$ cat src/sv/dtr_pkg.sv
`timescale 1ns / 1ps
// shared types and constants for the divider timer with delayed reload
// no dependencies
package dtr_pkg;

    localparam int unsigned CNT_W   = 8;
    localparam int unsigned DIV_W   = 16;
    localparam int unsigned CD_W    = 3;
    localparam int unsigned TICK_W  = 6;

    localparam logic [CNT_W-1:0] COUNTER_MAX  = 8'hFF;
    localparam logic [CD_W-1:0]  RELOAD_DELAY = 3'd4;

    localparam logic [1:0] REG_TIMER_ENABLE = 2'd0;
    localparam logic [1:0] REG_CLOCK_SELECT = 2'd1;
    localparam logic [1:0] REG_RELOAD_VALUE = 2'd2;

    localparam logic REQ_ADVANCE = 1'b0;
    localparam logic REQ_WRITE   = 1'b1;

    // divider bit whose falling edge clocks the counter
    function automatic logic [3:0] edge_bit(input logic [1:0] sel);
        logic [3:0] b;
        case (sel)
            2'd0:    b = 4'd9;
            2'd1:    b = 4'd3;
            2'd2:    b = 4'd5;
            2'd3:    b = 4'd7;
            default: b = 4'd9;
        endcase
        return b;
    endfunction

endpackage

$ cat src/sv/divider_timer_with_delayed_reload.sv
`timescale 1ns / 1ps
// divider timer with delayed reload: sequencer over one shared tick unit
// depends on dtr_pkg
//
// channel   dir  handshake              payload
// s_axis    in   s_tvalid / s_tready    tuser req_type, tdata machine_cycles, write_value
// m_axis    out  m_tvalid / m_tready    tdata counter_value, divider_high, irq, pending
// apb       in   psel penable pwrite    paddr, pwdata, prdata
//
// an advance item is accepted in ST_IDLE, runs 4 * machine_cycles divider ticks in the
// tick unit in ST_RUN and is handed to the output register from ST_DONE
// a write item or zero machine cycles goes from ST_IDLE straight to ST_DONE
// the tick unit does one divider tick per clock; s_tready is low while it runs
// a stalled output holds the finished item in the sequencer until taken
// rst_n clears all timer state and registers asynchronously
module divider_timer_with_delayed_reload (
    input  logic        clk,
    input  logic        rst_n,
    input  logic        s_tvalid,
    output logic        s_tready,
    input  logic [15:0] s_tdata,   // machine_cycles[3:0], write_value[11:4], zero pad
    input  logic        s_tuser,   // req_type
    output logic        m_tvalid,
    input  logic        m_tready,
    output logic [23:0] m_tdata,   // counter_value[7:0], divider_high[15:8],
                                   // timer_irq[16], reload_pending[17], zero pad
    input  logic        psel,
    input  logic        penable,
    input  logic        pwrite,
    input  logic [3:0]  paddr,
    input  logic [31:0] pwdata,
    output logic [31:0] prdata,
    output logic        pready
);

    typedef enum logic [1:0] {ST_IDLE, ST_RUN, ST_DONE} state_t;

    state_t                          state_reg;
    logic                            enable_reg;
    logic [1:0]                      select_reg;
    logic [dtr_pkg::CNT_W-1:0]       reload_reg;
    logic [dtr_pkg::DIV_W-1:0]       divider_reg;
    logic [dtr_pkg::CNT_W-1:0]       counter_reg;
    logic [dtr_pkg::CD_W-1:0]        countdown_reg;
    logic [dtr_pkg::CNT_W-1:0]       captured_reg;
    logic [dtr_pkg::TICK_W-1:0]      ticks_reg;
    logic                            irq_reg;
    logic                            m_valid_reg;
    logic [23:0]                     m_data_reg;

    logic [dtr_pkg::DIV_W-1:0]       divider_next;
    logic [dtr_pkg::CNT_W-1:0]       counter_next;
    logic [dtr_pkg::CD_W-1:0]        countdown_next;
    logic [dtr_pkg::CNT_W-1:0]       captured_next;
    logic                            fired;
    logic [3:0]                      bit_idx;
    logic                            s_fire;
    logic                            cfg_wr;
    logic [3:0]                      mc;

    assign s_tready = (state_reg == ST_IDLE);
    assign s_fire   = s_tvalid && s_tready;
    assign m_tvalid = m_valid_reg;
    assign m_tdata  = m_data_reg;
    assign pready   = 1'b1;
    assign cfg_wr   = psel && penable && pwrite && pready;
    assign mc       = s_tdata[3:0];
    assign bit_idx  = dtr_pkg::edge_bit(select_reg);

    always_comb
    begin
        case (paddr[3:2])
            dtr_pkg::REG_TIMER_ENABLE: prdata = {31'd0, enable_reg};
            dtr_pkg::REG_CLOCK_SELECT: prdata = {30'd0, select_reg};
            dtr_pkg::REG_RELOAD_VALUE: prdata = {24'd0, reload_reg};
            default:                   prdata = 32'd0;
        endcase
    end

    // one divider tick
    always_comb
    begin
        counter_next   = counter_reg;
        countdown_next = countdown_reg;
        captured_next  = captured_reg;
        fired          = 1'b0;
        if (countdown_reg != '0)
        begin
            countdown_next = countdown_reg - 1'b1;
            if (countdown_next == '0)
            begin
                counter_next = captured_reg;
                fired        = 1'b1;
            end
            else
            begin
                counter_next = '0;
            end
        end
        divider_next = divider_reg + 1'b1;
        if (enable_reg && divider_reg[bit_idx] && !divider_next[bit_idx])
        begin
            if (counter_next == dtr_pkg::COUNTER_MAX)
            begin
                counter_next   = '0;
                captured_next  = reload_reg;
                countdown_next = dtr_pkg::RELOAD_DELAY;
            end
            else
            begin
                counter_next = counter_next + 1'b1;
            end
        end
    end

    always_ff @(posedge clk or negedge rst_n)
    begin
        if (!rst_n)
        begin
            state_reg     <= ST_IDLE;
            enable_reg    <= 1'b0;
            select_reg    <= '0;
            reload_reg    <= '0;
            divider_reg   <= '0;
            counter_reg   <= '0;
            countdown_reg <= '0;
            captured_reg  <= '0;
            ticks_reg     <= '0;
            irq_reg       <= 1'b0;
            m_valid_reg   <= 1'b0;
            m_data_reg    <= '0;
        end
        else
        begin
            if (cfg_wr)
            begin
                case (paddr[3:2])
                    dtr_pkg::REG_TIMER_ENABLE: enable_reg <= pwdata[0];
                    dtr_pkg::REG_CLOCK_SELECT: select_reg <= pwdata[1:0];
                    dtr_pkg::REG_RELOAD_VALUE: reload_reg <= pwdata[7:0];
                    default:                   ;
                endcase
            end

            if (m_valid_reg && m_tready && state_reg != ST_DONE)
            begin
                m_valid_reg <= 1'b0;
            end

            case (state_reg)
                ST_IDLE:
                begin
                    if (s_fire)
                    begin
                        irq_reg   <= 1'b0;
                        ticks_reg <= {mc, 2'b00};
                        if (s_tuser == dtr_pkg::REQ_WRITE)
                        begin
                            counter_reg <= s_tdata[11:4];
                            state_reg   <= ST_DONE;
                        end
                        else if (mc == 4'd0)
                        begin
                            state_reg <= ST_DONE;
                        end
                        else
                        begin
                            state_reg <= ST_RUN;
                        end
                    end
                end
                ST_RUN:
                begin
                    divider_reg   <= divider_next;
                    counter_reg   <= counter_next;
                    countdown_reg <= countdown_next;
                    captured_reg  <= captured_next;
                    if (fired)
                    begin
                        irq_reg <= 1'b1;
                    end
                    ticks_reg <= ticks_reg - 1'b1;
                    if (ticks_reg == dtr_pkg::TICK_W'(1))
                    begin
                        state_reg <= ST_DONE;
                    end
                end
                ST_DONE:
                begin
                    if (!m_valid_reg || m_tready)
                    begin
                        m_valid_reg <= 1'b1;
                        m_data_reg  <= {6'd0, (countdown_reg != '0), irq_reg,
                                        divider_reg[15:8], counter_reg};
                        state_reg   <= ST_IDLE;
                    end
                end
                default:
                begin
                    state_reg <= ST_IDLE;
                end
            endcase
        end
    end

endmodule

$ cat config.mk
export PLATFORM = sky130hd
export DESIGN_NAME = divider_timer_with_delayed_reload
export DESIGN_NICKNAME = d
export VERILOG_FILES = /design/src/sv/dtr_pkg.sv /design/src/sv/divider_timer_with_delayed_reload.sv
export SDC_FILE = /design/constraint.sdc
export NUM_CORES = 1
export LEC_CHECK = 0
export BUFFER_PORTS_ARGS = -buffer_cell sky130_fd_sc_hd__buf_4
export CAP_MARGIN = 20
export CORE_MARGIN = 3
export CORE_UTILIZATION = 35
export DETAILED_ROUTE_END_ITERATION = 7
export GPL_ROUTABILITY_DRIVEN = 0
export PLACE_DENSITY = 0.63
export SLEW_MARGIN = 20
export SYNTH_ARGS = -nofsm -noshare
export SYNTH_HDL_FRONTEND = slang
export SYNTH_SLANG_ARGS = --single-unit
$ cat constraint.sdc
create_clock -name clk -period 5.1 [get_ports clk]
set_input_delay 1.02 -clock clk [delete_from_list [all_inputs] [get_ports clk]]
set_output_delay 1.02 -clock clk [all_outputs]
set_load 0.01 [all_outputs]
---- After elaboration in Yosys (flattened, before gate mapping) ----
Cells that the tools add are included.
word-level totals
  flip-flop bits (word level) ............. 74
  bits in latches ......................... 0
  RAM bits ................................ 0
  bits in read-only memories .............. 0
  input port bits ......................... 60
  output and inout port bits .............. 59
  logic and storage cells ................. 90
  memories ................................ 0
operators by class
  add/subtract/negate cells ............... 4
  multipliers ............................. 0
  divide/modulo/power cells ............... 0
  order comparisons ....................... 1
  equal/unequal tests ..................... 15
  shift operators ......................... 0
  mux-type cells .......................... 32
  bitwise logic cells ..................... 0
  reductions and logical operators ........ 26
operators with widths
  cell                     number
  $mux W8                  6
  $pmux W8 S3              1
  $add A16 B1 Y16 const B  1
  $pmux W4 S4              1
  $pmux W8 S2              1
  $pmux W6 S2              1
  $reduce_and A3 Y1        4
  $mux W2                  5
  $reduce_and A2 Y1        5
  $mux W1                  9
  $mux W3                  3
  $add A8 B1 Y8 const B    1
  $bmux W1 S4              2
  $eq A2 B2 Y1 const B     4
  $eq A8 B8 Y1 const B     1
  $ne A2 B2 Y1 const B     4
  $logic_and A1 B1 Y1      7
  $eq A2 B1 Y1 const B     3
  $eq A6 B1 Y1 const B     1
  $logic_not A2 Y1         3
  $mux W6                  1
  $pmux W2 S3              1
  $sub A6 B1 Y6 const B    1
  $lt A4 B5 Y1 const B     1
  other kinds (9)          11

---- Logic depth before layout (Yosys ltp) ----
Gate-level depths: netlist of the first run.
  depth in word-level cells ............... 8
  mapped depth ............................ 13
  mapped depth without buffers ............ 11

---- Least setup slack after synthesis of the first run ----
Ideal clock, no wire load.
  path kind ............................... flip-flop to flip-flop
  from .................................... register countdown_reg[0] (netlist name)
  to ...................................... register captured_reg[0] (netlist name)
  library setup time ...................... 125 ps
  arrival ................................. 2,822 ps
  required time ........................... 4,975 ps
  slack ................................... 2,153 ps
  stages on the path, launching flop included .. 13
  path buffers ............................ 2
  clock period less this slack ............ 2,947 ps
  path through ............................ dfrtp_1 > inv_1 > ha_1 > or3b_1 > buf_6 > o211ai_1 > ha_1 > inv_1 > nor4b_4 > nand3_2 > nor2_2 > buf_6 > mux2_4
between the ends
  longest elaborated chain between the ends .. 6
  elaborated cells between the ends (all ways) .. 7
  classes of those cells .................. 1 x add/sub; 1 x eq/ne; 2 x mux; 3 x reduce/logical
ends and longest elaborated chain
  element                        RTL line                                  RTL
  start, declared                divider_timer_with_delayed_reload.sv:44   logic [dtr_pkg::CD_W-1:0] countdown_reg;
  start signal, assigned         divider_timer_with_delayed_reload.sv:176  countdown_reg <= countdown_next;
  $sub A3 B1 Y3                  divider_timer_with_delayed_reload.sv:89   countdown_next = countdown_reg - 1'b1;
  $logic_not A3 Y1               divider_timer_with_delayed_reload.sv:90   if (countdown_next == '0)
  $mux W8                        divider_timer_with_delayed_reload.sv:90
  $mux W8 *                      divider_timer_with_delayed_reload.sv:87   if (countdown_reg != '0)
  $eq A8 B8 Y1 *                 divider_timer_with_delayed_reload.sv:103  if (counter_next == dtr_pkg::COUNTER_MAX)
  $reduce_and A3 Y1 (no line) *  n/a
  end signal, assigned           divider_timer_with_delayed_reload.sv:177  captured_reg <= captured_next;
  end, declared                  divider_timer_with_delayed_reload.sv:45   logic [dtr_pkg::CNT_W-1:0] captured_reg;
Mark *: on every way between the ends. The rest lies on a longest branch, timed or not.
A chain may end at the register's enable or synchronous reset.

---- Worst setup path after layout of the first run ----
  from .................................... register countdown_reg[1] (netlist name)
  to ...................................... register captured_reg[6] (netlist name)
Same word-level chain as after synthesis.

==> results of run 1 <==
==> final cells by class <==
cell class | count | area (um2) | area share [%]
clock buffers | 12 | 246 | 5.16
clock inverters | 4 | 51.3 | 1.07
inverters | 10 | 37.5 | 0.786
multi-input cells | 288 | 1980 | 41.6
flip-flops and latches | 74 | 1850 | 38.8
well taps | 140 | 175 | 3.67
repair buffers | 57 | 428 | 8.96
==> layout by cell type, fill, tap and decap left out, types with 2 or more instances in the layout <==
master / netlist / routed
dfrtp_1: 74 / 74
buf_4: 31 / 57
conb_1: 2 / 31
nand2_1: 28 / 28
mux2_2: 28 / 28
a21oi_1: 19 / 19
nor2_1: 18 / 18
xnor2_1: 17 / 17
o21ai_0: 15 / 15
nand3_1: 11 / 11
nand2b_1: 11 / 11
nand4_1: 11 / 11
and2_1: 10 / 10
inv_1: 9 / 9
and3_1: 9 / 9
clkbuf_16: 0 / 9
nand3b_1: 7 / 7
mux2_4: 7 / 7
ha_1: 7 / 7
nor3_1: 6 / 6
nor2b_1: 5 / 5
o22ai_1: 4 / 4
o22a_1: 4 / 4
nor3b_1: 4 / 3
a221oi_1: 3 / 3
mux2i_1: 3 / 3
xor2_1: 3 / 3
a22oi_1: 3 / 3
o211ai_1: 2 / 2
o211a_4: 2 / 2
o211a_1: 2 / 2
a31oi_1: 2 / 2
or3_1: 2 / 2
clkbuf_1: 10 / 2
==> path summary, 6_finish.rpt <==
kind / slack [ps] / to / depth (start not counted)
worst max-delay path: 1320 / captured_reg[6] / 10
worst min-delay path: 470 / divider_reg[15] / 1
worst max register to register: 1320 / captured_reg[6] / 10
worst min register to register: 470 / divider_reg[15] / 1
max in group asynchronous: 3690 / divider_reg[2] / 1
min in group asynchronous: 810 / m_tdata[13] / 1
==> per-stage QoR <==
stage                     setup WS (ps)  util [%]
after CTS                          1300      42.9
after global routing               1030      42.9
final                              1320      42.9
after global placement             1420      40.2
after floorplan                    2150         -
after detailed placement           1310      40.2
==> where the power goes <==
part	leakage (nW)	total [W]	internal (W)	switching, W
clock network	0.143	0.000632	0.000392	0.000240
registers	0.954	0.000894	0.000738	0.000156
logic	1.09	0.000751	0.000357	0.000394
total	2.19	0.00228	0.00149	0.000790
==> synthesized netlist by cell type (2+ instances only) <==
cell      instances
mux2_2           28
nand3b_1          7
a22oi_1           3
mux2_4            7
mux2i_1           3
dfrtp_1          74
or3_1             2
buf_6             2
nor3b_1           4
o22ai_1           4
nand4_1          11
nor2_1           18
a221oi_1          3
conb_1            2
o22a_1            4
nand2_1          28
buf_2             2
xor2_1            3
o21ai_0          15
xnor2_1          17
buf_1             3
nand2b_1         11
o211a_1           2
a31oi_1           2
buf_4            31
clkbuf_1         10
o211a_4           2
ha_1              7
and3_1            9
and2_1           10
nor3_1            6
inv_1             9
nor2b_1           5
a21oi_1          19
nand3_1          11
o211ai_1          2
==> cells by family after synthesis <==
family / Yosys count / synth area share, %
simple gates: 130 / 18.0
flops: 74 / 45.5
other cells: 2 / 0.184
compound gates: 62 / 10.2
buf+inv: 58 / 8.63
xor+xnor: 20 / 4.30
mux: 38 / 11.1
fa+ha+maj: 7 / 2.15
==> per-layer routing <==
| layer | vias to the layer above | GRT usage (%) | share of wire (%) |
|---|---|---|---|
| met1 | 1440 | 19.7 | 48 |
| met4 | 0 | 4.04 | 1.4 |
| li1 | 1413 | - | - |
| met2 | 81 | 19.4 | 45 |
| met5 | - | 0 | 0 |
| met3 | 10 | 3.93 | 5.8 |
==> results_dict.tcl, run 1 <==
set metrics [dict create \
    rsz0062_at_grt "no" \
    cts.repair.resized 0 \
    track_usage_pct 13.5 \
    fin_skew_ps 7.49 \
    yosys.area.top_type "dfrtp_1" \
    fmax_mhz 264 \
    hold_ws_ps 475 \
    grt_overflow 0 \
    grt_pass1_vias 2768 \
    numPlacedInstances 569 \
    maxCapViolations 0 \
    clk_latency_ps 330 \
    path_class "reg2reg" \
    ys_top_cells_by_area "dfrtp_1 45%, mux2_2 7.7%, buf_4 5.7%" \
    clockBufferDepth 2 \
    synth_top_area_share_pct 45.5 \
    fin_nets 507 \
    hold_path_startpoint "divider_reg[15]" \
    path_clk_slew_ps 60 \
    syn_to_final_growth_pct 17.2 \
    crit_buf_inv 2 \
    coreArea_um2 11100 \
    dr.pass1.iters 4 \
    die_w_um 114 \
    cpPeakStageDelay_ps 540 \
    dp_hpwl_mm 6.09 \
    htreeDepth 3 \
    post-route-drc-count 0 \
    synthArstFlopShare_pct 100 \
    r2r_start "countdown_reg[1]" \
    syn_inst 391 \
    placed_area_um2 4470 \
    io_pins 119 \
    cts-root-buf "clkbuf_16" \
    fin_cells 585 \
    finalCritPeriodShare_pct 74.2 \
    synth_enable_flop_cells 0 \
    drive_above_1_share_pct 25.8 \
    stdcell_area_um2 4770 \
    wirelength_mm 8.36 \
    start_util_pct 36.6 \
    cts_buffers 9 \
    tns_ps 0 \
    ys_seq_elements 74 \
    finalMaxSlewViolations 0 \
    antenna_found_initial 0 \
    cts_sinks 74 \
    drt_iter0_drc 102 \
    vias_per_cell 5.03 \
    fillers 1079 \
    slowest_stage "nor2_2" \
    path_cells "inv_1, ha_1, or3b_1, o211ai_1, ha_1, inv_1, nor4b_4, nand3_2, nor2_2, mux2_2" \
    port_buffers 57 \
    cts_tree "done" \
    crit_fanout 11 \
    p_per_area_nw_per_um2 477 \
    finalCriticalPeriod_ps 3780 \
    largest_reg_flops 18 \
    grt_max_degree 75 \
    syn-mean-instance-area_um2 10.4 \
    ys_types 51 \
    hold_class "reg2reg" \
    worstPathRequired_ps 5320 \
    syn_area_um2 4070 \
    arrival_ps 4010 \
    ctsHoldBuffers 0 \
    setup_viol 0 \
    grt_pass1_wl_mm 13.9 \
    dieArea_um2 13000 \
    crit_family "simple AND/OR/NAND/NOR gates" \
    postCtsSetupBuffers 0 \
    diodes 0 \
    worstSetupStartpoint "countdown_reg[1]" \
    worst_ir_drop_vdd_mv 0.210 \
    via_count 2944 \
    yosys_warnings 0 \
    ant_nets 0 \
    rows 38 \
    ys_seq_area_share_pct 45.5 \
    synth_flop_cell "dfrtp_1" \
    slew-limit-headroom_pct 35.3 \
    fin_total_pwr_w 0.00228 \
    power.leakage_nw 2.19 \
    die_h_um 114 \
    wl_per_cell_um 14.3 \
    start_kind "register" \
    end_kind "register" \
    hold_violations 0 \
    status "complete, no violations" \
    worstMarginPinSlew_ps 971 \
]
Power figures use the tool's default switching activity.
==> inputs of run 2 (changes only) <==
==> constraint.sdc (replaced) <==
create_clock -name clk -period 3.7 [get_ports clk]
set_input_delay 0.74 -clock clk [delete_from_list [all_inputs] [get_ports clk]]
set_output_delay 0.74 -clock clk [all_outputs]
set_load 0.01 [all_outputs]
==> results_dict.tcl, run 2 (synthesis gave the netlist of run 1 again) <==
set metrics [dict create \
    hold_violations 0 \
    clockBufferDepth 2 \
    grtUsageMet2_pct 19.5 \
    drive_above_1_share_pct 26.1 \
    grt_pass1_wl_mm 14.1 \
    clock_power_share_pct 27.2 \
    port_buffers 57 \
    ant_nets 0 \
    cts_tree "done" \
    whs_path_depth 1 \
    path_cells "inv_1, ha_1, nor3b_1, a221oi_1, a21oi_1, ha_1, inv_1, nor4b_4, nand3_2, nor2_2, buf_4, mux2_2" \
    rows 38 \
    io_pins 119 \
    power.leakage_nw 2.20 \
    finalCriticalPeriod_ps 3180 \
    fin_total_pwr_w 0.00313 \
    fmax_mhz 314 \
    rsz0062_at_grt "no" \
    grt.busiest_layer "met2" \
    dieArea_um2 13000 \
    path_clk_slew_ps 60 \
    wirelength_mm 8.27 \
    fillers 1086 \
    antenna_found_initial 0 \
    arrival_ps 3400 \
    crit_fanout 11 \
    globalRouteMet1Util_pct 19.4 \
    die_w_um 114 \
    switching_share_pct 34.1 \
    start_kind "register" \
    cts_sinks 74 \
    fin_skew_ps 5.39 \
    fin_nets 512 \
    slew-limit-headroom_pct 36.3 \
    path_class "reg2reg" \
    worstPathRequired_ps 3910 \
    r2r_cells 12 \
    p_sw_w 0.00107 \
    slowest_stage "dfrtp_1" \
    grt_pass1_vias 2849 \
    post-route-drc-count 0 \
    dr.pass1.iters 4 \
    use_met3_pct 3.29 \
    combPwrFrac_pct 33.5 \
    largest_reg_flops 18 \
    grt_overflow 0 \
    vias_per_cell 4.89 \
    finalMaxSlewViolations 0 \
    clk_latency_ps 330 \
    pwr-share-seq_pct 39.3 \
    tns_ps 0 \
    layout_commonest_cell "dfrtp_1" \
    p_per_area_nw_per_um2 652 \
    internal_power_w 0.00206 \
    ctsHoldBuffers 0 \
    coreArea_um2 11100 \
    cts.repair.resized 0 \
    worst_ir_drop_vdd_mv 0.264 \
    track_usage_pct 13.5 \
    final_cell_mix "74 x dfrtp_1, 62 x buf_4, 31 x conb_1" \
    wl_per_cell_um 14.0 \
    start_util_pct 36.6 \
    maxCapViolations 0 \
    hold_class "reg2reg" \
    via_count 2883 \
    htreeDepth 3 \
    drt_iter0_drc 83 \
    postCtsSetupBuffers 0 \
    diodes 0 \
    setup_viol 0 \
    worstMarginPinSlew_ps 955 \
    cts_buffers 9 \
    grt_max_degree 75 \
    finalCritPeriodShare_pct 86.0 \
    cts-root-buf "clkbuf_16" \
    syn_to_final_growth_pct 17.8 \
    end_kind "register" \
    dp_hpwl_mm 6.04 \
    cpPeakStageDelay_ps 380 \
    status "complete, no violations" \
    die_h_um 114 \
]
-- run 2: changes by cell type in the layout (fill, tap and decap cells not counted), sizes merged --
cell / delta
buf: +5
clkinv: -2
clkbuf: +1
-- run 2: final timing paths --
kind / start / end / slack, ps
max: countdown_reg[1] / captured_reg[6] / 520
max reg2reg: countdown_reg[1] / captured_reg[6] / 520
min: divider_reg[15] / divider_reg[15] / 470
max in group asynchronous: rst_n / counter_reg[6] / 2540
min in group asynchronous: rst_n / m_tvalid / 550
min reg2reg: divider_reg[15] / divider_reg[15] / 470
-- run 2: metal layers --
layer / part of all wire, % / up-vias
met3: 5.3 / 12
met4: 1.6 / 0
met5: 0 / -
li1: - / 1422
met1: 48 / 1365
met2: 45 / 84
-- run 2: cell type report --
| class | count | area [um2] | area share (%) |
|---|---|---|---|
| clock buffers | 13 | 250 | 5.22 |
| well taps | 140 | 175 | 3.65 |
| inverters | 10 | 37.5 | 0.782 |
| flip-flops and latches | 74 | 1850 | 38.6 |
| multi-input cells | 288 | 1980 | 41.3 |
| repair buffers | 62 | 465 | 9.70 |
| clock inverters | 2 | 37.5 | 0.782 |
-- run 2: worst max-delay path, delay by kind of cell (launching register included) --
| kind | cells | cell delay, ps |
|---|---|---|
| buf+inv | 3 | 400 |
| simple gates | 4 | 840 |
| mux | 1 | 350 |
| fa+ha+maj | 2 | 620 |
| flops | 1 | 380 |
| compound gates | 2 | 480 |
-- run 2: power groups by stage --
stage / clock [W] / sequential, W / combinational (W)
4_1_cts: 0.000869 / 0.00123 / 0.00106
3_5_place_dp: 0 / 0.00124 / 0.00105
6_report: 0.000850 / 0.00123 / 0.00105
2_1_floorplan: 0 / 0.00118 / 0.000778
3_3_place_gp: 0 / 0.00123 / 0.00102
5_1_grt: 0.000910 / 0.00127 / 0.00118
-- run 2: metrics by stage --
stage	area [um2]	setup slack [ps]	hold WS, ps	instances	util, %
detailed placement	4510	532	460	574	40.5
global placement	4510	595	454	574	40.5
CTS	4800	527	469	589	43.1
floorplan	4180	753	438	420	-
global route	4800	260	507	589	43.1
finish	4800	517	467	589	43.1
==> inputs of run 3 (changes only) <==
==> constraint.sdc (replaced) <==
create_clock -name clk -period 3.7 [get_ports clk]
set_input_delay 0.185 -clock clk [delete_from_list [all_inputs] [get_ports clk]]
set_output_delay 0.185 -clock clk [all_outputs]
set_load 0.01 [all_outputs]
==> results_dict.tcl, run 3 (synthesis gave the netlist of run 1 again) <==
set metrics [dict create \
    status "finished, violations left" \
    violations "hold timing" \
    r2r_start "countdown_reg[1]" \
    finalCritPeriodShare_pct 86.4 \
    crit_fanout 11 \
    coreArea_um2 11100 \
    die_h_um 114 \
    power.leakage_nw 2.22 \
    hold_class "in2async" \
    fin_nets 511 \
    r2r_slack_ps 500 \
    fmax_mhz 313 \
    cts_buffers 9 \
    grt_max_degree 75 \
    postCtsSetupBuffers 0 \
    cts.repair.resized 0 \
    ctsHoldBuffers 0 \
    end_kind "register" \
    cts_tree "done" \
    arrival_ps 3410 \
    p_per_area_nw_per_um2 659 \
    worstSetupStartpoint "countdown_reg[1]" \
    multi_input_area_um2 1980 \
    antenna_found_initial 0 \
    ant_nets 0 \
    worstPathRequired_ps 3910 \
    tns_ps 0 \
    finalMaxSlewViolations 0 \
    syn_to_final_growth_pct 18.3 \
    drive_above_1_share_pct 26.5 \
    fillers 1101 \
    path_class "reg2reg" \
    post-route-drc-count 0 \
    fin_skew_ps 6.44 \
    grt_pass1_vias 2847 \
    setup_viol 0 \
    die_w_um 114 \
    layout_commonest_cell "dfrtp_1" \
    cts_sinks 74 \
    wirelength_mm 8.20 \
    finalCriticalPeriod_ps 3200 \
    dieArea_um2 13000 \
    hold_violations 5 \
    wl_per_cell_um 13.9 \
    track_usage_pct 13.3 \
    grt_overflow 0 \
    rows 38 \
    path_clk_slew_ps 60 \
    regArea_um2 1850 \
    rsz0062_at_grt "no" \
    r2r_cells 12 \
    drt_iter0_drc 82 \
    largest_reg_flops 18 \
    via_count 2893 \
    slew-limit-headroom_pct 34.1 \
    start_kind "register" \
    reg2reg_to "captured_reg[6]" \
    clk_latency_ps 330 \
    start_util_pct 36.6 \
    dp_hpwl_mm 6.04 \
    clockBufferDepth 2 \
    diodes 0 \
    worst_ir_drop_vdd_mv 0.310 \
    vias_per_cell 4.91 \
    dr.pass1.iters 4 \
    final_cell_mix "74 x dfrtp_1, 61 x buf_4, 31 x conb_1" \
    cts-root-buf "clkbuf_16" \
    worstMarginPinSlew_ps 988 \
    hold_ws_ps -15.8 \
    grt_pass1_wl_mm 13.9 \
    io_pins 119 \
    port_buffers 57 \
    htreeDepth 3 \
    maxCapViolations 0 \
]
## run 3: changes by cell type in the layout (fill, tap and decap cells not counted)
| cell | delta |
|---|---|
| clkinv_2 | +2 |
| clkinvlp_4 | -1 |
| nor3b_2 | +1 |
| clkinv_4 | +1 |
| clkbuf_8 | -1 |
| bufinv_16 | +1 |
| nor3b_1 | -1 |
| clkbuf_1 | -1 |
| buf_4 | -1 |
## run 3: critical path: stages, from the launching register on
cell	delay, ps
dfrtp_1	370
inv_1	100
ha_1	370
nor3b_1	310
a221oi_1	130
a21oi_1	360
ha_1	250
inv_1	80
nor4b_4	310
nand3_2	120
nor2_2	110
buf_4	240
mux2_2	350
## run 3: through the flow
step | total power [W] | std cells | util (%) | setup WS (ps) | instance area (um2)
2_1_floorplan | 0.00196 | 420 | - | 753 | 4180
6_report | 0.00318 | 589 | 43.3 | 502 | 4820
4_1_cts | 0.00321 | 589 | 43.3 | 510 | 4810
3_5_place_dp | 0.00229 | 573 | 40.5 | 527 | 4500
5_1_grt | 0.00341 | 589 | 43.3 | 231 | 4820
3_3_place_gp | 0.00225 | 573 | 40.5 | 599 | 4500
## run 3: worst max path at each step
| stage | to | slack [ps] |
|---|---|---|
| global route | captured_reg[6] | 230 |
| finish | captured_reg[6] | 500 |
| CTS | captured_reg[6] | 510 |
| detailed placement | captured_reg[6] | 530 |
| global placement | captured_reg[6] | 600 |
| floorplan | captured_reg[0] | 750 |
## run 3: cell type report
type,count,area share [%]
multi-input cells,288,41.2
inverters,10,0.779
clock inverters,5,1.64
clock buffers,11,4.83
well taps,140,3.64
repair buffers,61,9.50
flip-flops and latches,74,38.4
## run 3: metal layers
metal  vias up  routed length [um]  global-route usage, %
li1       1415                   -                      -
met5         -                   0                      0
met2        84                3750                   20.3
met4         0                 112                   4.51
met3        10                 443                   2.86
met1      1384                3890                   18.6
## run 3: power by group
group,switching (W),internal (W)
Clock,0.000317,0.000589
Combinational,0.000540,0.000503
Sequential,0.000209,0.00102
Total,0.00107,0.00211
